$ cat src/design/lns_pkg.sv
// Package for the least-utilized node selector.
// Holds the item, result and configuration types, register indexes and the rank compare.
// No dependencies; every other design file depends on it.
package lns_pkg;

    // Identifier width used by the trackers and the compares.
    localparam int NODE_ID_BITS = 16;

    // Widths of the fixed fields.
    localparam int PORT_ID_W = 16;
    localparam int UTIL_W    = 17;
    localparam int CFG_IDX_W = 3;
    localparam int CFG_DW    = 17;

    typedef logic [NODE_ID_BITS-1:0] id_t;
    typedef logic [UTIL_W-1:0]       util_t;

    // Configuration register indexes.
    typedef enum logic [CFG_IDX_W-1:0] {
        CFG_LOAD_FLOOR      = 3'd0,
        CFG_SKIP_LOCAL      = 3'd1,
        CFG_AVAIL_ONLY      = 3'd2,
        CFG_AVOID_GPU_NODES = 3'd3,
        CFG_LOCAL_NODE_ID   = 3'd4
    } cfg_index_t;

    // One node descriptor.
    typedef struct packed {
        logic [PORT_ID_W-1:0] node_id;
        logic                 node_alive;
        logic                 feasible;
        logic                 available;
        logic                 node_has_gpu;
        logic                 gpu_request;
        util_t                utilization;
        logic                 last;
    } item_t;

    // One selection result.
    typedef struct packed {
        logic [PORT_ID_W-1:0] chosen_node;
        logic                 found;
    } result_t;

    // Register contents seen by the selection logic.
    typedef struct packed {
        util_t                load_floor;
        logic                 skip_local;
        logic                 avail_only;
        logic                 avoid_gpu_nodes;
        logic [PORT_ID_W-1:0] local_node_id;
    } cfg_t;

    // True when candidate (cr, cs, cl, cid) ranks ahead of the held best.
    function automatic logic outranks(
        input logic  cr,
        input util_t cs,
        input logic  cl,
        input id_t   cid,
        input logic  br,
        input util_t bs,
        input logic  bl,
        input id_t   bid
    );
        logic r;
        if (cr != br) begin
            r = cr;
        end else if (cs != bs) begin
            r = (cs < bs);
        end else if (cl != bl) begin
            r = cl;
        end else begin
            r = (cid < bid);
        end
        return r;
    endfunction

endpackage

$ cat src/design/lns_node_if.sv
// Valid/ready channel interfaces for node descriptors and selection results.
// Depends on lns_pkg for the payload types.
interface lns_node_if;
    logic            valid;
    logic            ready;
    lns_pkg::item_t  item;

    modport source (output valid, output item, input ready);
    modport sink   (input valid, input item, output ready);
endinterface

interface lns_result_if;
    logic             valid;
    logic             ready;
    lns_pkg::result_t result;

    modport source (output valid, output result, input ready);
    modport sink   (input valid, input result, output ready);
endinterface

$ cat src/design/least_utilized_node_selector.sv
// Top level of the least-utilized node selector.
// Depends on lns_pkg, lns_node_if, lns_result_if, lns_cfg_regs, lns_tracker, lns_out_reg.
//
//   channel   | dir | handshake         | word
//   node_in   | in  | valid/ready       | item_t: one node descriptor
//   result    | out | valid/ready       | result_t: chosen_node, found
//   cfg       | in  | cfg_we, no ready  | cfg_index, cfg_wdata
//
// One descriptor a cycle unless a closing descriptor waits for a full output
// register; the result of a round passes through the input register, then
// compare-and-merge into the output register.
// rst_n clears the valid flags and the configuration registers; the tracker
// and data registers are not reset and are ignored while their flag is low.
// A stalled result stalls the last descriptor of the next round and the input
// behind it; descriptors ahead of it keep flowing.
module least_utilized_node_selector (
    input  logic                          clk,
    input  logic                          rst_n,
    lns_node_if.sink                      node_in,
    lns_result_if.source                  result,
    input  logic                          cfg_we,
    input  logic [lns_pkg::CFG_IDX_W-1:0] cfg_index,
    input  logic [lns_pkg::CFG_DW-1:0]    cfg_wdata
);
    import lns_pkg::*;

    cfg_t    cfg;
    logic    res_take;
    logic    res_valid;
    result_t res;

    lns_cfg_regs u_cfg (
        .clk       (clk),
        .rst_n     (rst_n),
        .cfg_we    (cfg_we),
        .cfg_index (cfg_index),
        .cfg_wdata (cfg_wdata),
        .cfg       (cfg)
    );

    lns_tracker u_tracker (
        .clk       (clk),
        .rst_n     (rst_n),
        .cfg       (cfg),
        .in_valid  (node_in.valid),
        .in_item   (node_in.item),
        .in_ready  (node_in.ready),
        .res_take  (res_take),
        .res_valid (res_valid),
        .res       (res)
    );

    lns_out_reg u_out (
        .clk        (clk),
        .rst_n      (rst_n),
        .res_valid  (res_valid),
        .res        (res),
        .res_take   (res_take),
        .out_valid  (result.valid),
        .out_result (result.result),
        .out_ready  (result.ready)
    );

endmodule

$ cat src/design/lns_cfg_regs.sv
// Configuration register file of the node selector, written through a plain write port.
// Depends on lns_pkg.
module lns_cfg_regs (
    input  logic                             clk,
    input  logic                             rst_n,
    input  logic                             cfg_we,
    input  logic [lns_pkg::CFG_IDX_W-1:0]    cfg_index,
    input  logic [lns_pkg::CFG_DW-1:0]       cfg_wdata,
    output lns_pkg::cfg_t                    cfg
);
    import lns_pkg::*;

    cfg_t cfg_reg;
    cfg_t cfg_next;

    // Decode the write; indexes past the list are dropped
    always_comb
    begin
        cfg_next = cfg_reg;
        if (cfg_we)
        begin
            unique case (cfg_index_t'(cfg_index))
                CFG_LOAD_FLOOR:      cfg_next.load_floor      = util_t'(cfg_wdata);
                CFG_SKIP_LOCAL:      cfg_next.skip_local      = cfg_wdata[0];
                CFG_AVAIL_ONLY:      cfg_next.avail_only      = cfg_wdata[0];
                CFG_AVOID_GPU_NODES: cfg_next.avoid_gpu_nodes = cfg_wdata[0];
                CFG_LOCAL_NODE_ID:   cfg_next.local_node_id   = cfg_wdata[PORT_ID_W-1:0];
                default:             cfg_next = cfg_reg;
            endcase
        end
    end

    // Hold the registers
    always_ff @(posedge clk or negedge rst_n)
    begin
        if (!rst_n)
        begin
            cfg_reg <= '0;
        end
        else
        begin
            cfg_reg <= cfg_next;
        end
    end

    assign cfg = cfg_reg;

endmodule

$ cat src/design/lns_tracker.sv
// Input register and the two best-node trackers of the node selector.
// Produces one result word when the last descriptor of a round is consumed.
// Depends on lns_pkg.
module lns_tracker (
    input  logic             clk,
    input  logic             rst_n,
    input  lns_pkg::cfg_t    cfg,
    input  logic             in_valid,
    input  lns_pkg::item_t   in_item,
    output logic             in_ready,
    input  logic             res_take,
    output logic             res_valid,
    output lns_pkg::result_t res
);
    import lns_pkg::*;

    // Input register
    logic  s1_valid_reg;
    logic  s1_valid_next;
    item_t s1_item_reg;

    // General tracker
    logic  any_valid_reg, any_valid_next;
    id_t   any_id_reg, any_id_next;
    util_t any_score_reg, any_score_next;
    logic  any_ready_reg, any_ready_next;
    logic  any_local_reg, any_local_next;

    // Available non-GPU tracker
    logic  cpu_valid_reg, cpu_valid_next;
    id_t   cpu_id_reg, cpu_id_next;
    util_t cpu_score_reg, cpu_score_next;
    logic  cpu_local_reg, cpu_local_next;

    logic  s1_fire;
    logic  in_fire;
    id_t   cand_id;
    util_t cand_score;
    logic  cand_local;
    logic  competes;
    logic  take_any;
    logic  take_cpu;
    logic  use_cpu;

    // Consume the held word unless it closes a round and the result slot is full
    assign s1_fire  = s1_valid_reg && (!s1_item_reg.last || res_take);
    assign in_ready = !s1_valid_reg || s1_fire;
    assign in_fire  = in_valid && in_ready;

    // Candidate attributes
    assign cand_id    = id_t'(s1_item_reg.node_id);
    assign cand_local = (cand_id == id_t'(cfg.local_node_id));
    assign cand_score = (s1_item_reg.utilization < cfg.load_floor)
                        ? '0 : s1_item_reg.utilization;
    assign competes   = s1_item_reg.node_alive && s1_item_reg.feasible
                        && !(cand_local && cfg.skip_local);

    assign take_any = competes
                      && (s1_item_reg.available || !cfg.avail_only)
                      && (!any_valid_reg
                          || outranks(s1_item_reg.available, cand_score, cand_local, cand_id,
                                      any_ready_reg, any_score_reg, any_local_reg,
                                      any_id_reg));
    assign take_cpu = competes && s1_item_reg.available && !s1_item_reg.node_has_gpu
                      && (!cpu_valid_reg
                          || outranks(1'b1, cand_score, cand_local, cand_id,
                                      1'b1, cpu_score_reg, cpu_local_reg, cpu_id_reg));

    // Merge the candidate into both trackers; drop them after the last word
    always_comb
    begin
        any_valid_next = any_valid_reg;
        any_id_next    = any_id_reg;
        any_score_next = any_score_reg;
        any_ready_next = any_ready_reg;
        any_local_next = any_local_reg;
        cpu_valid_next = cpu_valid_reg;
        cpu_id_next    = cpu_id_reg;
        cpu_score_next = cpu_score_reg;
        cpu_local_next = cpu_local_reg;
        if (s1_fire && take_any)
        begin
            any_valid_next = 1'b1;
            any_id_next    = cand_id;
            any_score_next = cand_score;
            any_ready_next = s1_item_reg.available;
            any_local_next = cand_local;
        end
        if (s1_fire && take_cpu)
        begin
            cpu_valid_next = 1'b1;
            cpu_id_next    = cand_id;
            cpu_score_next = cand_score;
            cpu_local_next = cand_local;
        end
        if (s1_fire && s1_item_reg.last)
        begin
            any_valid_next = 1'b0;
            cpu_valid_next = 1'b0;
        end
    end

    // Pick the round winner from the merged tracker values
    assign use_cpu = cfg.avoid_gpu_nodes && !s1_item_reg.gpu_request
                     && (take_cpu || cpu_valid_reg);

    always_comb
    begin
        res = '0;
        priority if (use_cpu)
        begin
            res.found       = 1'b1;
            res.chosen_node = PORT_ID_W'(take_cpu ? cand_id : cpu_id_reg);
        end
        else if (take_any || any_valid_reg)
        begin
            res.found       = 1'b1;
            res.chosen_node = PORT_ID_W'(take_any ? cand_id : any_id_reg);
        end
        else
        begin
            res = '0;
        end
    end

    assign res_valid     = s1_fire && s1_item_reg.last;
    assign s1_valid_next = in_fire || (s1_valid_reg && !s1_fire);

    // Control state
    always_ff @(posedge clk or negedge rst_n)
    begin
        if (!rst_n)
        begin
            s1_valid_reg  <= 1'b0;
            any_valid_reg <= 1'b0;
            cpu_valid_reg <= 1'b0;
        end
        else
        begin
            s1_valid_reg  <= s1_valid_next;
            any_valid_reg <= any_valid_next;
            cpu_valid_reg <= cpu_valid_next;
        end
    end

    // Payload: input word and tracker contents
    always_ff @(posedge clk)
    begin
        if (in_fire)
        begin
            s1_item_reg <= in_item;
        end
        any_id_reg    <= any_id_next;
        any_score_reg <= any_score_next;
        any_ready_reg <= any_ready_next;
        any_local_reg <= any_local_next;
        cpu_id_reg    <= cpu_id_next;
        cpu_score_reg <= cpu_score_next;
        cpu_local_reg <= cpu_local_next;
    end

    // A result appears only when the output slot can take it
    a_res_has_room: assert property (@(posedge clk) disable iff (!rst_n)
        res_valid |-> res_take)
        else $error("result issued while output slot full");

    // Both trackers are empty once a round closes
    a_round_clears: assert property (@(posedge clk) disable iff (!rst_n)
        (s1_fire && s1_item_reg.last) |=> (!any_valid_reg && !cpu_valid_reg))
        else $error("tracker survived end of round");

    // A result with no winner reports id zero
    a_nil_zero: assert property (@(posedge clk) disable iff (!rst_n)
        (res_valid && !res.found) |-> (res.chosen_node == '0))
        else $error("nil result with nonzero id");

    // A held word that is not consumed stays in place
    a_hold_s1: assert property (@(posedge clk) disable iff (!rst_n)
        (s1_valid_reg && !s1_fire) |=> (s1_valid_reg && s1_item_reg.last))
        else $error("stalled word lost");

endmodule

$ cat src/design/lns_out_reg.sv
// Output register of the node selector: holds one result word until the sink takes it.
// Depends on lns_pkg.
module lns_out_reg (
    input  logic             clk,
    input  logic             rst_n,
    input  logic             res_valid,
    input  lns_pkg::result_t res,
    output logic             res_take,
    output logic             out_valid,
    output lns_pkg::result_t out_result,
    input  logic             out_ready
);
    import lns_pkg::*;

    logic    out_valid_reg;
    logic    out_valid_next;
    result_t out_result_reg;

    // Slot is free when empty or being drained this cycle
    assign res_take       = !out_valid_reg || out_ready;
    assign out_valid_next = res_valid || (out_valid_reg && !out_ready);

    always_ff @(posedge clk or negedge rst_n)
    begin
        if (!rst_n)
        begin
            out_valid_reg <= 1'b0;
        end
        else
        begin
            out_valid_reg <= out_valid_next;
        end
    end

    // Load a new word
    always_ff @(posedge clk)
    begin
        if (res_valid)
        begin
            out_result_reg <= res;
        end
    end

    assign out_valid  = out_valid_reg;
    assign out_result = out_result_reg;

endmodule

$ cat src/flat_wrapper.sv
// flat-port wrapper written by rule: the top's interface ports become plain ports
module least_utilized_node_selector_flat import lns_pkg::*;
  (clk, rst_n, cfg_we, cfg_index, cfg_wdata, node_in_valid, node_in_item, node_in_ready, result_valid, result_result, result_ready);
  lns_node_if node_in_i ();
  lns_result_if result_i ();
  input  logic clk;
  input  logic rst_n;
  input  logic cfg_we;
  input  logic [lns_pkg::CFG_IDX_W-1:0] cfg_index;
  input  logic [lns_pkg::CFG_DW-1:0] cfg_wdata;
  input wire logic [$bits(node_in_i.valid)-1:0] node_in_valid;
  input wire logic [$bits(node_in_i.item)-1:0] node_in_item;
  output wire logic [$bits(node_in_i.ready)-1:0] node_in_ready;
  output wire logic [$bits(result_i.valid)-1:0] result_valid;
  output wire logic [$bits(result_i.result)-1:0] result_result;
  input wire logic [$bits(result_i.ready)-1:0] result_ready;
  assign node_in_i.valid = node_in_valid;
  assign node_in_i.item = node_in_item;
  assign node_in_ready = node_in_i.ready;
  assign result_valid = result_i.valid;
  assign result_result = result_i.result;
  assign result_i.ready = result_ready;
  least_utilized_node_selector u_core (.clk(clk), .rst_n(rst_n), .node_in(node_in_i), .result(result_i), .cfg_we(cfg_we), .cfg_index(cfg_index), .cfg_wdata(cfg_wdata));
endmodule
$ cat config.mk
export PLATFORM = sky130hd
export DESIGN_NAME = least_utilized_node_selector_flat
export DESIGN_NICKNAME = d
export VERILOG_FILES = /design/src/design/lns_pkg.sv /design/src/design/lns_node_if.sv /design/src/design/least_utilized_node_selector.sv /design/src/design/lns_cfg_regs.sv /design/src/design/lns_tracker.sv /design/src/design/lns_out_reg.sv /design/src/flat_wrapper.sv
export SDC_FILE = /design/constraint.sdc
export NUM_CORES = 1
export LEC_CHECK = 0
export ABC_AREA = 1
export BUFFER_PORTS_ARGS = -buffer_cell sky130_fd_sc_hd__buf_4
export CAP_MARGIN = 40
export CORE_MARGIN = 5
export CORE_UTILIZATION = 30
export DETAILED_ROUTE_END_ITERATION = 10
export SETUP_SLACK_MARGIN = 0.05
export SLEW_MARGIN = 20
export SYNTH_ARGS = -nofsm -noshare
export SYNTH_HDL_FRONTEND = slang
export SYNTH_HIERARCHICAL = 1
export SYNTH_SLANG_ARGS = --single-unit
export TNS_END_PERCENT = 1
$ cat constraint.sdc
create_clock -name clk -period 5.2 [get_ports clk]
set_clock_uncertainty 0.15 [all_clocks]
set_input_delay 1.04 -clock clk [delete_from_list [all_inputs] [get_ports clk]]
set_output_delay 1.04 -clock clk [all_outputs]
set_load 0.03 [all_outputs]
# Word-level counts from Yosys, hierarchy flattened
# Index checks and enable logic that the tools add are counted.
[word_totals]
reg_bits = 165
input_bits = 64
[op_classes]
order_cmp = 5
eq_ne = 10
mux = 14
n_reduce_logical = 46
[op_table]
columns = ["cell", "count"]
rows = [
  ["17-bit < comparator", 3],
  ["17-bit 2-to-1 mux", 3],
  ["17-bit != test", 2],
  ["16-bit < comparator", 2],
  ["16-bit 2-to-1 mux", 2],
  ["1-bit logical AND", 17],
  ["16-bit equality test", 1],
  ["1-bit logical NOT", 11],
  ["1-bit logical OR", 10],
  ["2-bit AND reduction", 5],
  ["1-bit 2-to-1 mux", 9],
  ["3-bit by 2-bit equality test with 1-bit output, second input constant", 2],
  ["2-bit nonzero test", 2],
  ["3-bit by 1-bit equality test with 1-bit output, second input constant", 1],
  ["3-bit equality test, second input constant", 1],
  ["3-bit logical NOT", 1],
  ["1-bit != test", 3],
]

# Depth between registers and ports, before layout
# Gate-level depths: netlist of run 1.
[logic_depth]
word_depth = 10
depth_mapped = 28

# By module
# The synthesis of run 1 kept the hierarchy.
[modules_own_cells]
columns = ["mod", "n_inst", "cells_per_inst", "area_each_um2", "seq_area_each_um2"]
rows = [
  ["lns_tracker", 1, 778, 6829.0, 3318.2],
  ["lns_cfg_regs", 1, 168, 1501.4, 900.9],
  ["lns_out_reg", 1, 22, 555.5, 535.5],
]

# Worst setup path before layout of run 1
# Ideal clock, no wire load.
[synth_path]
path_kind = "register to register"
from = "register u_core/u_tracker/s1_item_reg[17] (netlist name)"
to = "register u_core.u_tracker.any_id_reg[0], enable pin"
arrival_ns = 3.881
required_time_ns = 4.660
path_slack_ns = 0.780
path_stages_with_launch = 23
n_path_buf = 2
cell_sequence = "edfxtp_1 > ha_1 > nand2_1 > inv_1 > nand3_1 > nor2_1 > inv_1 > o311ai_2 > clkbuf_1 > nand2_1 > inv_1 > ha_1 > a21o_1 > o21ai_0 > nand2_1 > nand2_1 > nand2_1 > a21oi_1 > nand2_1 > nand2_2 > buf_4 > nand3_1 > inv_1"
[synth_via]
elab_chain_cells = 8
word_cells_on_any_way = 9
classes_between = "order compare (2); eq/ne (1); mux (3); reduce/logical (3)"
[synth_lines]
columns = ["item", "line", "rtl"]
rows = [
  ["from (decl)", "lns_tracker.sv:20", "item_t s1_item_reg;"],
  ["from (signal assigned)", "lns_tracker.sv:151", "s1_item_reg <= in_item;"],
  ["17-bit < comparator *", "lns_tracker.sv:53", "assign cand_score = (s1_item_reg.utilization < cfg.load_floor)"],
  ["17-bit 2-to-1 mux *", "lns_tracker.sv:54", "? '0 : s1_item_reg.utilization;"],
  ["via u_core.u_tracker.cand_score[4]", "lns_tracker.sv:38", "util_t cand_score;"],
  ["17-bit < comparator or 17-bit != test (tied branches)", "lns_pkg.sv:69, lns_pkg.sv:68", ""],
  ["1-bit 2-to-1 mux *", "lns_pkg.sv:68", "end else if (cs != bs) begin"],
  ["1-bit 2-to-1 mux *", "lns_pkg.sv:66", "if (cr != br) begin"],
  ["1-bit logical OR *", "lns_tracker.sv:61", "|| outranks(s1_item_reg.available, cand_score, cand_local, cand_id,"],
  ["1-bit logical AND *", "lns_tracker.sv:60", "&& (!any_valid_reg"],
  ["1-bit logical AND *", "lns_tracker.sv:81", "if (s1_fire && take_any)"],
  ["to (signal assigned)", "lns_tracker.sv:153", "any_id_reg <= any_id_next;"],
  ["to (decl)", "lns_tracker.sv:24", "id_t any_id_reg, any_id_next;"],
]
# The timed path passes the listed nets; every way through them passes the cells marked *.
# A chain may end at the register's enable or synchronous reset.

# Final worst setup path of run 1
[layout_path]
from = "register u_core/u_tracker/s1_item_reg[16] (netlist name)"
to = "register u_core.u_tracker.cpu_score_reg[14], enable pin"
[layout_via]
elab_chain_cells = 7
word_cells_on_any_way = 8
classes_between = "order compare (2); eq/ne (1); mux (2); reduce/logical (3)"
[layout_lines]
columns = ["item", "line", "rtl"]
rows = [
  ["17-bit < comparator *", "lns_tracker.sv:53", ""],
  ["17-bit 2-to-1 mux *", "lns_tracker.sv:54", ""],
  ["via u_core.u_tracker.cand_score[14]", "lns_tracker.sv:38", ""],
  ["17-bit < comparator or 17-bit != test (tied branches)", "lns_pkg.sv:69, lns_pkg.sv:68", ""],
  ["1-bit 2-to-1 mux *", "lns_pkg.sv:68", ""],
  ["1-bit logical OR *", "lns_tracker.sv:66", "|| outranks(1'b1, cand_score, cand_local, cand_id,"],
  ["1-bit logical AND *", "lns_tracker.sv:65", "&& (!cpu_valid_reg"],
  ["1-bit logical AND *", "lns_tracker.sv:89", "if (s1_fire && take_cpu)"],
  ["to (signal assigned)", "lns_tracker.sv:158", "cpu_score_reg <= cpu_score_next;"],
  ["to (decl)", "lns_tracker.sv:32", "util_t cpu_score_reg, cpu_score_next;"],
]
# Marks and branches as above.

==> results of run 1 <==
## metrics by stage
stage	hold slack, ps	cell area [µm²]	setup slack [ps]	power [mW]
2_1_floorplan	291	8890	780	2.03
3_3_place_gp	307	9920	565	2.24
3_5_place_dp	307	9950	592	2.26
4_1_cts	326	10600	561	3.60
5_1_grt	336	10600	121	3.74
6_report	322	10600	577	3.55
## kinds of logic after synthesis
kind of cell | synth area share
compound gates | 0.0348
fa+ha+maj | 0.113
buf+inv | 0.0921
flops | 0.535
simple gates | 0.225
## power by group through the flow
stage,clock network [mW],registers [mW],logic [mW]
2_1_floorplan,0,1.64,0.393
3_3_place_gp,0,1.65,0.591
3_5_place_dp,0,1.65,0.605
4_1_cts,1.36,1.62,0.609
5_1_grt,1.41,1.63,0.698
6_report,1.33,1.62,0.604
## worst paths after layout
kind | from | endpoint | cells past startpoint
setup / recovery | u_core/u_tracker/s1_item_reg[16] | u_core/u_tracker/cpu_score_reg[14] | 21
max in group asynchronous | rst_n | u_core/u_cfg/cfg[28] | 1
setup reg to reg | u_core/u_tracker/s1_item_reg[16] | u_core/u_tracker/cpu_score_reg[14] | 21
min in group asynchronous | rst_n | u_core/u_tracker/s1_valid_reg | 1
hold reg to reg | u_core/u_cfg/cfg[16] | u_core/u_cfg/cfg[16] | 2
hold / removal | u_core/u_cfg/cfg[16] | u_core/u_cfg/cfg[16] | 2
## worst reg2reg max path, stage by stage (launching register included)
cell,delay (ps)
edfxtp_1,420
ha_1,300
nand2_1,50
inv_1,50
nand3_1,70
nor2_1,160
inv_1,70
o311ai_2,410
buf_4,260
nand2_1,100
inv_1,120
ha_1,260
a21oi_1,210
o21ai_0,100
nor2_1,140
nand4_1,150
nand2_1,90
inv_1,70
nand2_4,220
nand3_2,100
inv_1,550
buf_12,260
## cell usage after synthesis (all sizes together)
cell type | count | area [µm²]
nand4 | 8 | 50.1
inv | 183 | 687
o211ai | 1 | 7.51
o21ai | 10 | 50.1
nor3 | 6 | 30.0
clkinv | 1 | 3.75
nor2 | 40 | 165
nand3 | 115 | 581
o31ai | 1 | 7.51
or2 | 1 | 6.26
clkbuf | 1 | 3.75
o311ai | 1 | 16.3
edfxtp | 125 | 3750
and3 | 1 | 6.26
o21a | 3 | 22.5
buf | 16 | 124
ha | 80 | 1000
a21oi | 38 | 190
nor4 | 1 | 6.26
dfrtp | 40 | 1000
a21o | 2 | 15.0
nand3b | 2 | 15.0
nand2 | 292 | 1140
## area by class of cell
type | count | area share
flip-flops and latches | 165 | 0.450
multi-input cells | 602 | 0.314
repair buffers | 89 | 0.0667
inverters | 184 | 0.0654
well taps | 390 | 0.0462
clock buffers | 17 | 0.0403
clock inverters | 15 | 0.0180
## metal layers
layer	vias up	global-route usage
met1	2989	0.184
met4	0	0.0399
met5	-	0
met3	21	0.0245
li1	3327	-
met2	163	0.198
==> results.md, run 1 <==
- The final global-route overflow total is 0.
- For the worst setup path, the data required time is just over 5000 ps.
- The number of max-slew violations in the final report is 0.
- 83 I/O pins were placed.
- Of the cells placed in the final design, the portion with a size suffix greater than 1 is 0.134.
- The worst setup path category is reg2reg.
- After clock tree synthesis, the repair step resized 0 gates.
- The routed design uses between 9000 and 10000 µm of met2 wire.
- The uppermost metal layer occupied by signal nets is met4.
- Buffers inserted during clock tree synthesis total 17.
- The height of the die is roughly 180 µm.
- The maximum number of pins on one net before global-route repair is about 40.
- Relative to the synthesized area, the layout overhead comes to 18.9%.
- The floorplan has 63 rows.
- The cell count after placement is around 1400.
- The floorplan step defined a die boundary enclosing about 33000 µm².
- The worst min-delay path class is reg2reg.
- At the end of routability-driven placement, the weighted congestion stood at roughly 0.85.
- Counting distinct cell types in the post-synthesis netlist gives 31.
- The cell type group with the largest total delay on the critical path is buffers and inverters.
- The arrival time reported for the critical path endpoint is roughly 4600 ps.
- The sequential power share is 0.457.
- In the routed design, unresolved DRC markers number 0.
- The internal power is roughly 2.5 mW.
- The endpoint type of the worst setup path is a register.
- The analysis attributes to net switching a power of around 1.0 mW.
- The share of total power dissipated in the clock network is 0.373.
- The routed design has approximately 21000 µm of wire.
- The number of global-route vias before repair is 6356.
- After the flow finishes, the layout carries non-filler instances totaling 1462.
- The count of synthesis-stage warnings from yosys is 6.
- The final number of setup-violating endpoints is 0.
- The sequential element share of the synthesized area is 0.535.
- The synthesized net count is 1112.
- Measured along the x axis, the die boundary spans about 180 µm.
- Static timing analysis puts the maximum clock frequency at roughly 220 MHz.
- The first global-routing pass estimated between 30000 and 40000 µm of wire.
- The slew at the pin closest to its max-slew limit is ~790 ps.
- Port buffering added just over 80 buffers.
- The delay of the slowest cell on the worst path is between 500 and 600 ps.
- The detailed router put a total of approximately 11000 µm of wire on met1.
- The number of flip-flops under the largest register name is 36.
- The number of flip-flops and latches in the synthesized netlist is ~170.
- The share of total power dissipated in combinational logic is 0.170.
- The area occupied by multi-input gates is approximately 3300 µm².
- Walking the worst path, the cells encountered are ha_1 > nand2_1 > inv_1 > nand3_1 > nor2_1 > inv_1 > o311ai_2 > buf_4 > nand2_1 > inv_1 > ha_1 > a21oi_1 > o21ai_0 > nor2_1 > nand4_1 > nand2_1 > inv_1 > nand2_4 > nand3_2 > inv_1 > buf_12.
- The critical path contains buffers and inverters numbering 7 combined.
- The first routing iteration left 432 violations.
- The clock sink total is roughly 170.
- The post-cts hold buffer count is 0.
- The wire-length estimate of the detail-placed layout is about 16000 µm.
- The mean area per synthesized cell is about 9.2 µm².
- The number of diodes is 0.
- The wire length per cell after detailed routing is between 10 and 15 µm.
- The sequential cell area is 4750 µm².
- For this design the static power due to leakage is roughly 5.2 nW.
- The headroom to the max-slew limit is 0.472.
- The H-tree was split into 4 levels.
- STA classifies the critical path startpoint as a register.
- The vias per cell is 4.45.
- The longest clock path from root to sink contains 2 buffers.
- The flow ran to the end, and the final reports show no timing, DRC or antenna violations.
- Clock-pin slew was measured on the worst setup and hold paths at 70 ps.
- The routed design uses ~840 µm of met3 wire.
- The region available for standard cell placement spans 29500 µm².
- Summing over every cut layer, the via total after detailed routing is 6500.
- Across the run, the number of max-cap violations was 0.
- The mapped netlist covers a little under 9000 µm².
- The switching share of power is 0.286.
- For this run, the post-layout net count is roughly 1200.
- The final critical path time including I/O delays and setup is 4620 ps.
- The setup TNS is 0 ps.
- The number of failing hold endpoints at the final stage is 0.
- The cell count after synthesis came out at between 900 and 1000.
- The number of iterations in the first detailed-routing pass is 4.
- The post-route clock period utilization is 0.889.
- The clock reaches the later pin of the worst-skew pair after 430 ps.
- Among all stages on the critical path, the largest delay is contributed by inv_1.
- Clock tree synthesis selected as its root buffer the cell clkbuf_16.
- TritonCTS built the clock tree.
- The initial utilization of the core area, before any placement, comes to 0.301.
- The final standard cell utilization of the core is 0.358.
- Along the worst path, the maximum fanout reaches 20.
- The worst supply voltage drop on vdd is around 0.00021 V.
- Buffers added to address setup during post-CTS repair amount to 0.
- The overall routing resource usage is 0.129.
- Once detail routing completed, the nets flagged for antenna violations numbered 0.
- Leaving out fill and tap cells, the most frequent cells in the layout are nand2_1, inv_1, edfxtp_1.
- The initial antenna violation count came to 0.
- Setup repair after global routing left no endpoint under its margin.
- The most common cell after layout, fill and taps aside is nand2_1.
- The dominant cell type by count on the critical path is inv_1.
- The slack of the worst reg-to-reg path is 580 ps.
- The cell area power density is 336 nW/µm².
- The filler cell count in the final layout is ~3000.
(Power assumes the default switching activity.)
==> inputs of run 2 (changes only) <==
--- a/config.mk
+++ b/config.mk
@@ -8,6 +8,7 @@
 export ABC_AREA = 1
 export BUFFER_PORTS_ARGS = -buffer_cell sky130_fd_sc_hd__buf_4
 export CAP_MARGIN = 40
+export CORE_ASPECT_RATIO = 1.5
 export CORE_MARGIN = 5
 export CORE_UTILIZATION = 30
 export DETAILED_ROUTE_END_ITERATION = 10
==> run 2 against run 1 <==
Critical path depth is 1 higher; hold slack got worse by 0.55 ps; sequential power about the same; die area grew 0.22%; maximum frequency grew 8.0%; via count is 0.37% lower.
==> results.md, run 2 (same netlist as run 1, synthesis figures left out) <==
- The final global-route overflow total is 0 (unchanged).
- The clock sink total came to 165 (unchanged).
- The post-cts hold buffer count is 0 (unchanged).
- The flow ran to the end, and the final reports show no timing, DRC or antenna violations.
- In the layout the commonest cells are nand2_1, inv_1, edfxtp_1.
- The total via count after detailed routing came to 6476 (-0.37%).
- TritonCTS built the clock tree.
- The post-route non-filler standard cell count is 1467 (+0.34%).
- The final antenna-violating net count is 0 (unchanged).
- The routed wire length is 20500 µm (-3.1%).
- The total power came to 3.43 mW (-3.5%).
- The horizontal die dimension is 151 µm (-17%).
- The post-route clock period utilization is 0.823 (-0.0659).
- The path with the worst hold slack has its endpoint at u_core/u_cfg/cfg[21].
- The number of DRC violations after detailed routing came to 0 (unchanged).
- The total setup buffers inserted after CTS is 0 (unchanged).
- The filler cell count in the final layout came to 2986 (-1.8%).
- The number of rows created at floorplan was 77 (+22%).
- The arrival time reported for the critical path endpoint is 4240 ps (-360 ps).
- The startpoint identified for the worst register-to-register timing path is u_core/u_tracker/s1_item_reg[3].
- The worst setup path is captured at a register.
- The headroom to the max-slew limit is 0.489 (+0.0173).
- The share of layout cells above drive strength 1 is 0.132 (-0.00187).
- The starting utilization of the core area came to 0.302 (+0.000988).
- The cell count after placement was 1435 (+0.35%).
- The number of stages on the worst hold path was 2 (unchanged).
- The setup TNS is 0 ps (unchanged).
- The half-perimeter wire length of the detailed placement result is 15800 µm (-1.8%).
- The slew at the pin closest to its max-slew limit is 765 ps (-26.0 ps).
- The maximum number of pins on one net before global-route repair is 41 (unchanged).
- The vias per cell was 4.41 (-0.71%).
- The post-cts gate resize count is 0 (unchanged).
- The worst setup path is of the reg2reg kind.
- The overall routing resource usage came to 0.128 (-0.000319).
- The initial antenna violation count is 0 (unchanged).
- The leakage power of the design is 5.23 nW (-0.22%).
- The number of iterations in the first detailed-routing pass is 5 (+1).
- The clock input transition at the sequential cells of the worst setup and hold paths is 60 ps (about the same).
- The cell area power density came to 325 nW/µm² (-3.2%).
- The area of the core region came to 29400 µm² (-0.33%).
- The number of cells on the worst reg-to-reg path came to 22 (+4.8%).
- The layout net count came to 1203 (unchanged).
- The number of flip-flops under the largest register name was 36 (unchanged).
- The final standard cell utilization of the core is 0.358 (about the same).
- The number of failing hold endpoints at the final stage is 0 (unchanged).
- The final number of setup-violating endpoints is 0 (unchanged).
- The worst hold path begins at u_core/u_cfg/cfg[21].
- The max capacitance violation total is 0 (unchanged).
- The deepest level of the CTS H-tree was 4 (unchanged).
- The nature of the critical path startpoint is a register.
- The worst min-delay path class is reg2reg.
- The number of primary I/O pins is 83 (unchanged).
- The violation count after the first detailed-routing iteration is 261 (-40%).
- The wire length per cell after detailed routing was 14.0 µm (-3.4%).
- The die area is 33200 µm² (+0.22%).
- The required arrival time at the worst endpoint is 5160 ps (about the same).
- The number of buffers inserted during clock tree synthesis is 17 (unchanged).
- The area occupied by multi-input gates is 3310 µm² (unchanged).
- The slack of the worst reg-to-reg path is 920 ps (+340 ps).
- The clock tree buffer depth is 2 (unchanged).
- The maximum operating frequency is 234 MHz (+8.0%).
- The total placed instance area is 9960 µm² (+0.10%).
- The sequential cell area came to 4750 µm² (unchanged).
- Setup repair after global routing left no endpoint under its margin.
- The area growth from synthesis to layout is 18.5%.
- The routability congestion estimate is 0.872 (+2.2%).
- The global-route wire length before repair is 33000 µm (-2.3%).
- The tree is rooted in a clkbuf_16.
- The post-route cell area is 10500 µm² (-0.32%).
- The final critical path time including I/O delays and setup is 4280 ps (-343 ps).
- The maximum fanout along the worst path is 18 (-10%).
- The number of buffers inserted by port buffering was 82 (unchanged).
- The height of the die came to 221 µm (+21%).
- The number of max-slew violations in the final report was 0 (unchanged).
- The worst supply voltage drop on vdd is 0.000229 V (+7.1%).
- The number of diodes is 0 (unchanged).
- The endpoint identified for the worst register-to-register timing path is u_core/u_tracker/any_score_reg[0].
- Leaving out fill and tap cells, the most frequent cell in the layout is nand2_1.
- The number of global-route vias before repair is 6425 (+1.1%).
- The clock latency reported for the late side of the worst-skew pair is 430 ps (about the same).
==> run 2: layout make-up <==
class / instances / share of cell area
flip-flops and latches: 165 / 0.451
multi-input cells: 602 / 0.315
clock buffers: 21 / 0.0448
well taps: 395 / 0.0469
inverters: 184 / 0.0656
clock inverters: 11 / 0.00950
repair buffers: 89 / 0.0672
==> run 2: power by group <==
| part | internal (mW) | leakage [nW] | switching, mW |
|---|---|---|---|
| Sequential | 1.55 | 1.68 | 0.0757 |
| Combinational | 0.222 | 3.27 | 0.378 |
| Clock | 0.700 | 0.280 | 0.503 |
==> run 2: stage by stage <==
| stage | hold slack [ps] | worst slack [ps] |
|---|---|---|
| final | 321 | 920 |
| after global routing | 351 | 485 |
| after CTS | 324 | 900 |
| after detailed placement | 308 | 922 |
| after global placement | 305 | 980 |
| after floorplan | 291 | 780 |
==> run 2: worst max path at each step <==
stage | startpoint | to | slack (ps) | depth (start not counted)
floorplan | u_core/u_tracker/s1_item_reg[17] | u_core/u_tracker/any_id_reg[0] | 780 | 22
global placement | u_core/u_cfg/cfg[21] | u_core/u_tracker/any_score_reg[15] | 980 | 23
detailed placement | u_core/u_tracker/s1_item_reg[3] | u_core/u_tracker/any_score_reg[15] | 920 | 22
CTS | u_core/u_tracker/s1_item_reg[3] | u_core/u_tracker/any_score_reg[4] | 900 | 22
global route | u_core/u_cfg/cfg[21] | u_core/u_tracker/any_score_reg[13] | 490 | 23
finish | u_core/u_tracker/s1_item_reg[3] | u_core/u_tracker/any_score_reg[0] | 920 | 22
==> run 2: metal layers <==
metal | GRT usage | share of wire
met2 | 0.229 | 0.52
met3 | 0.0234 | 0.035
met5 | 0 | 0
met4 | 0.0537 | 0.028
met1 | 0.150 | 0.42
==> run 2: worst max-delay path, stage by stage, from the launching register on <==
cell and delay [ps]:
edfxtp_1 380, ha_1 300, a21oi_1 140, nor2_1 50
o31ai_1 190, o211ai_1 120, nand2_1 90, o311ai_2 80
buf_4 200, nand2_1 110, inv_1 90, ha_1 300
nand2_1 70, nor2_1 90, nand3_1 90, nor3_1 360
inv_1 70, a21oi_1 150, nand2_1 80, nand2_2 310
nand3_1 160, inv_1 110, buf_4 260
==> inputs of run 3 (changes only) <==
==> constraint.sdc (replaced) <==
create_clock -name clk -period 4.2 [get_ports clk]
set_clock_uncertainty 0.15 [all_clocks]
set_input_delay 0.84 -clock clk [delete_from_list [all_inputs] [get_ports clk]]
set_output_delay 0.84 -clock clk [all_outputs]
set_load 0.03 [all_outputs]
==> run 3 against run 2 <==
Sequential share of layout area down 2.3 points; sequential power is 24% higher; maximum frequency up 8.5%; hold slack worse by 94 ps; critical path depth rose by 2; largest power group unchanged; highest routed layer unchanged.
==> results.md, run 3 (same netlist as run 1, synthesis figures left out) <==
- The number of iterations in the first detailed-routing pass came to 5 (unchanged).
- The clock input transition at the sequential cells of the worst setup and hold paths is 70 ps (about the same).
- Leaving out fill and tap cells, the most frequent cell in the layout is nand2_1.
- The deepest level of the CTS H-tree is 4 (unchanged).
- The buffer type at the clock tree root is clkbuf_16.
- The clock latency reported for the late side of the worst-skew pair is 430 ps (about the same).
- The share of layout cells above drive strength 1 was 0.201 (+0.0685).
- The number of buffers inserted during clock tree synthesis is 17 (unchanged).
- The post-route non-filler standard cell count is 1490 (+1.6%).
- The worst setup path category is reg2reg.
- The number of max-slew violations in the final report is 0 (unchanged).
- The number of diodes is 0 (unchanged).
- The total placed instance area came to 10000 µm² (+0.83%).
- The worst slack at placement came to 151 ps (-771 ps).
- The die area came to 33200 µm² (unchanged).
- The post-route clock period utilization is 0.939 (+0.116).
- The run finished with clean final reports.
- The maximum number of pins on one net before global-route repair is 41 (unchanged).
- The leakage power of the design was 5.36 nW (+2.6%).
- The final critical path time including I/O delays and setup was 3950 ps (-335 ps).
- The final global-route overflow total was 0 (unchanged).
- The max capacitance violation total came to 0 (unchanged).
- The worst supply voltage drop on vdd is 0.000292 V (+27%).
- The final number of setup-violating endpoints was 0 (unchanged).
- The routed wire length is 22200 µm (+7.9%).
- The post-route cell area came to 11100 µm² (+5.5%).
- The required arrival time at the worst endpoint came to 4250 ps (-910 ps).
- The routability congestion estimate was 0.846 (-3.0%).
- The initial antenna violation count came to 0 (unchanged).
- The number of global-route vias before repair is 6585 (+2.5%).
- The total via count after detailed routing is 6747 (+4.2%).
- The post-cts hold buffer count came to 0 (unchanged).
- The launch point of the worst reg-to-reg path is u_core/u_tracker/s1_item_reg[3].
- Setup repair after global routing could not meet its margin everywhere.
- The global-route wire length before repair was 33800 µm (+2.4%).
- The layout net count is 1226 (+1.9%).
- The arrival time reported for the critical path endpoint is 3990 ps (-250 ps).
- The library cells used most frequently in the layout, excluding fill and tap cells, are nand2_1, inv_1, edfxtp_1.
- The vias per cell was 4.53 (+2.6%).
- The nature of the critical path startpoint is a register.
- The clock tree buffer depth is 2 (unchanged).
- The worst hold path belongs to the class in2async.
- The area growth from synthesis to layout is 25.0%.
- The final antenna-violating net count is 0 (unchanged).
- The wire length per cell after detailed routing is 14.9 µm (+6.3%).
- The horizontal die dimension is 151 µm (unchanged).
- The starting utilization of the core area was 0.302 (unchanged).
- The number of failing hold endpoints at the final stage is 0 (unchanged).
- The half-perimeter wire length of the detailed placement result came to 16300 µm (+3.3%).
- The height of the die is 221 µm (unchanged).
- The number of rows created at floorplan came to 77 (unchanged).
- The headroom to the max-slew limit came to 0.464 (-0.0255).
- The number of flip-flops under the largest register name is 36 (unchanged).
- The slew at the pin closest to its max-slew limit is 803 ps (+38.1 ps).
- The start point of the critical path is u_core/u_tracker/s1_item_reg[3].
- The number of buffers inserted by port buffering is 82 (unchanged).
- The number of DRC violations after detailed routing is 0 (unchanged).
- The number of primary I/O pins is 83 (unchanged).
- STA classifies the critical path endpoint as a register.
- The area of the core region was 29400 µm² (unchanged).
- The violation count after the first detailed-routing iteration is 391 (+50%).
- The maximum operating frequency is 253 MHz (+8.5%).
- The maximum fanout along the worst path is 8 (-10).
- The setup slack of the critical path after layout is 255 ps (-665 ps).
- The final standard cell utilization of the core was 0.378 (+0.0196).
- The cell area power density is 399 nW/µm² (+23%).
- The clock tree from TritonCTS is yes.
- The clock sink total is 165 (unchanged).
- The cell count after placement came to 1440 (+0.35%).
- The overall routing resource usage is 0.132 (+0.00380).
[run 3: cell count changes in the layout (fill, tap and decap cells not counted), sizes merged]
cell / change
buf: +20
bufinv: -1
clkbuf: +1
clkinv: -5
clkinvlp: +1
inv: +7
[run 3: layout make-up]
class / instances / area [µm²]
clock buffer: 19 / 454
clock inverter: 13 / 125
fill: 2937 / 18300
inverter: 184 / 699
multi-input combinational: 602 / 3590
sequential: 165 / 4750
tap: 395 / 494
timing repair buffer: 112 / 990
[run 3: final timing paths]
kind	end	slack (ps)	cells after the start
setup / recovery	u_core/u_tracker/any_ready_reg	250	24
hold / removal	u_core/u_out/out_valid	230	1
setup reg to reg	u_core/u_tracker/any_ready_reg	250	24
hold reg to reg	u_core/u_cfg/cfg[32]	320	2
max in group asynchronous	u_core/u_cfg/cfg[35]	3280	1
min in group clk	u_core/u_cfg/cfg[32]	320	2
[run 3: power breakdown]
part | leakage, nW | internal [mW] | total, mW | switching, mW
clock | 0.282 | 0.820 | 1.52 | 0.703
sequential | 1.68 | 1.91 | 2.01 | 0.0986
combinational | 3.40 | 0.360 | 0.896 | 0.536
[run 3: layer usage]
metal	wire [µm]	part of all wire	GRT usage
met5	0	0	0
met4	884	0.040	0.0672
met3	917	0.041	0.0225
met2	11500	0.52	0.231
met1	8910	0.40	0.154
[run 3: worst max-delay path, stage by stage (launching register included)]
cell and delay (ps):
edfxtp_1 440, ha_4 270, a21oi_2 120, nor2_1 50
o31ai_1 220, o211ai_1 130, nand2_1 120, o311ai_4 110
buf_6 160, nand2_1 60, inv_1 110, ha_4 300
nand2_1 80, nor2_1 100, nand3_1 90, nor3_2 150
buf_4 150, nand2_2 50, inv_2 40, nand2_2 50
nand2_2 80, nand2_4 70, nand3_4 80, clkinvlp_4 250
clkbuf_16 260
[run 3: per-stage QoR]
step / setup TNS, ps / total power, mW / hold slack (ps)
2_1_floorplan: -3850 / 2.52 / 291
3_3_place_gp: 0 / 2.78 / 308
3_5_place_dp: 0 / 2.81 / 308
4_1_cts: 0 / 4.35 / 240
5_1_grt: -168 / 4.67 / 267
6_report: 0 / 4.43 / 227
[run 3: repair_timing]
item | in CTS | in global routing
setup endpoints to repair | 0 | 86
gates resized for setup | 0 | 69
setup buffers | 0 | 13
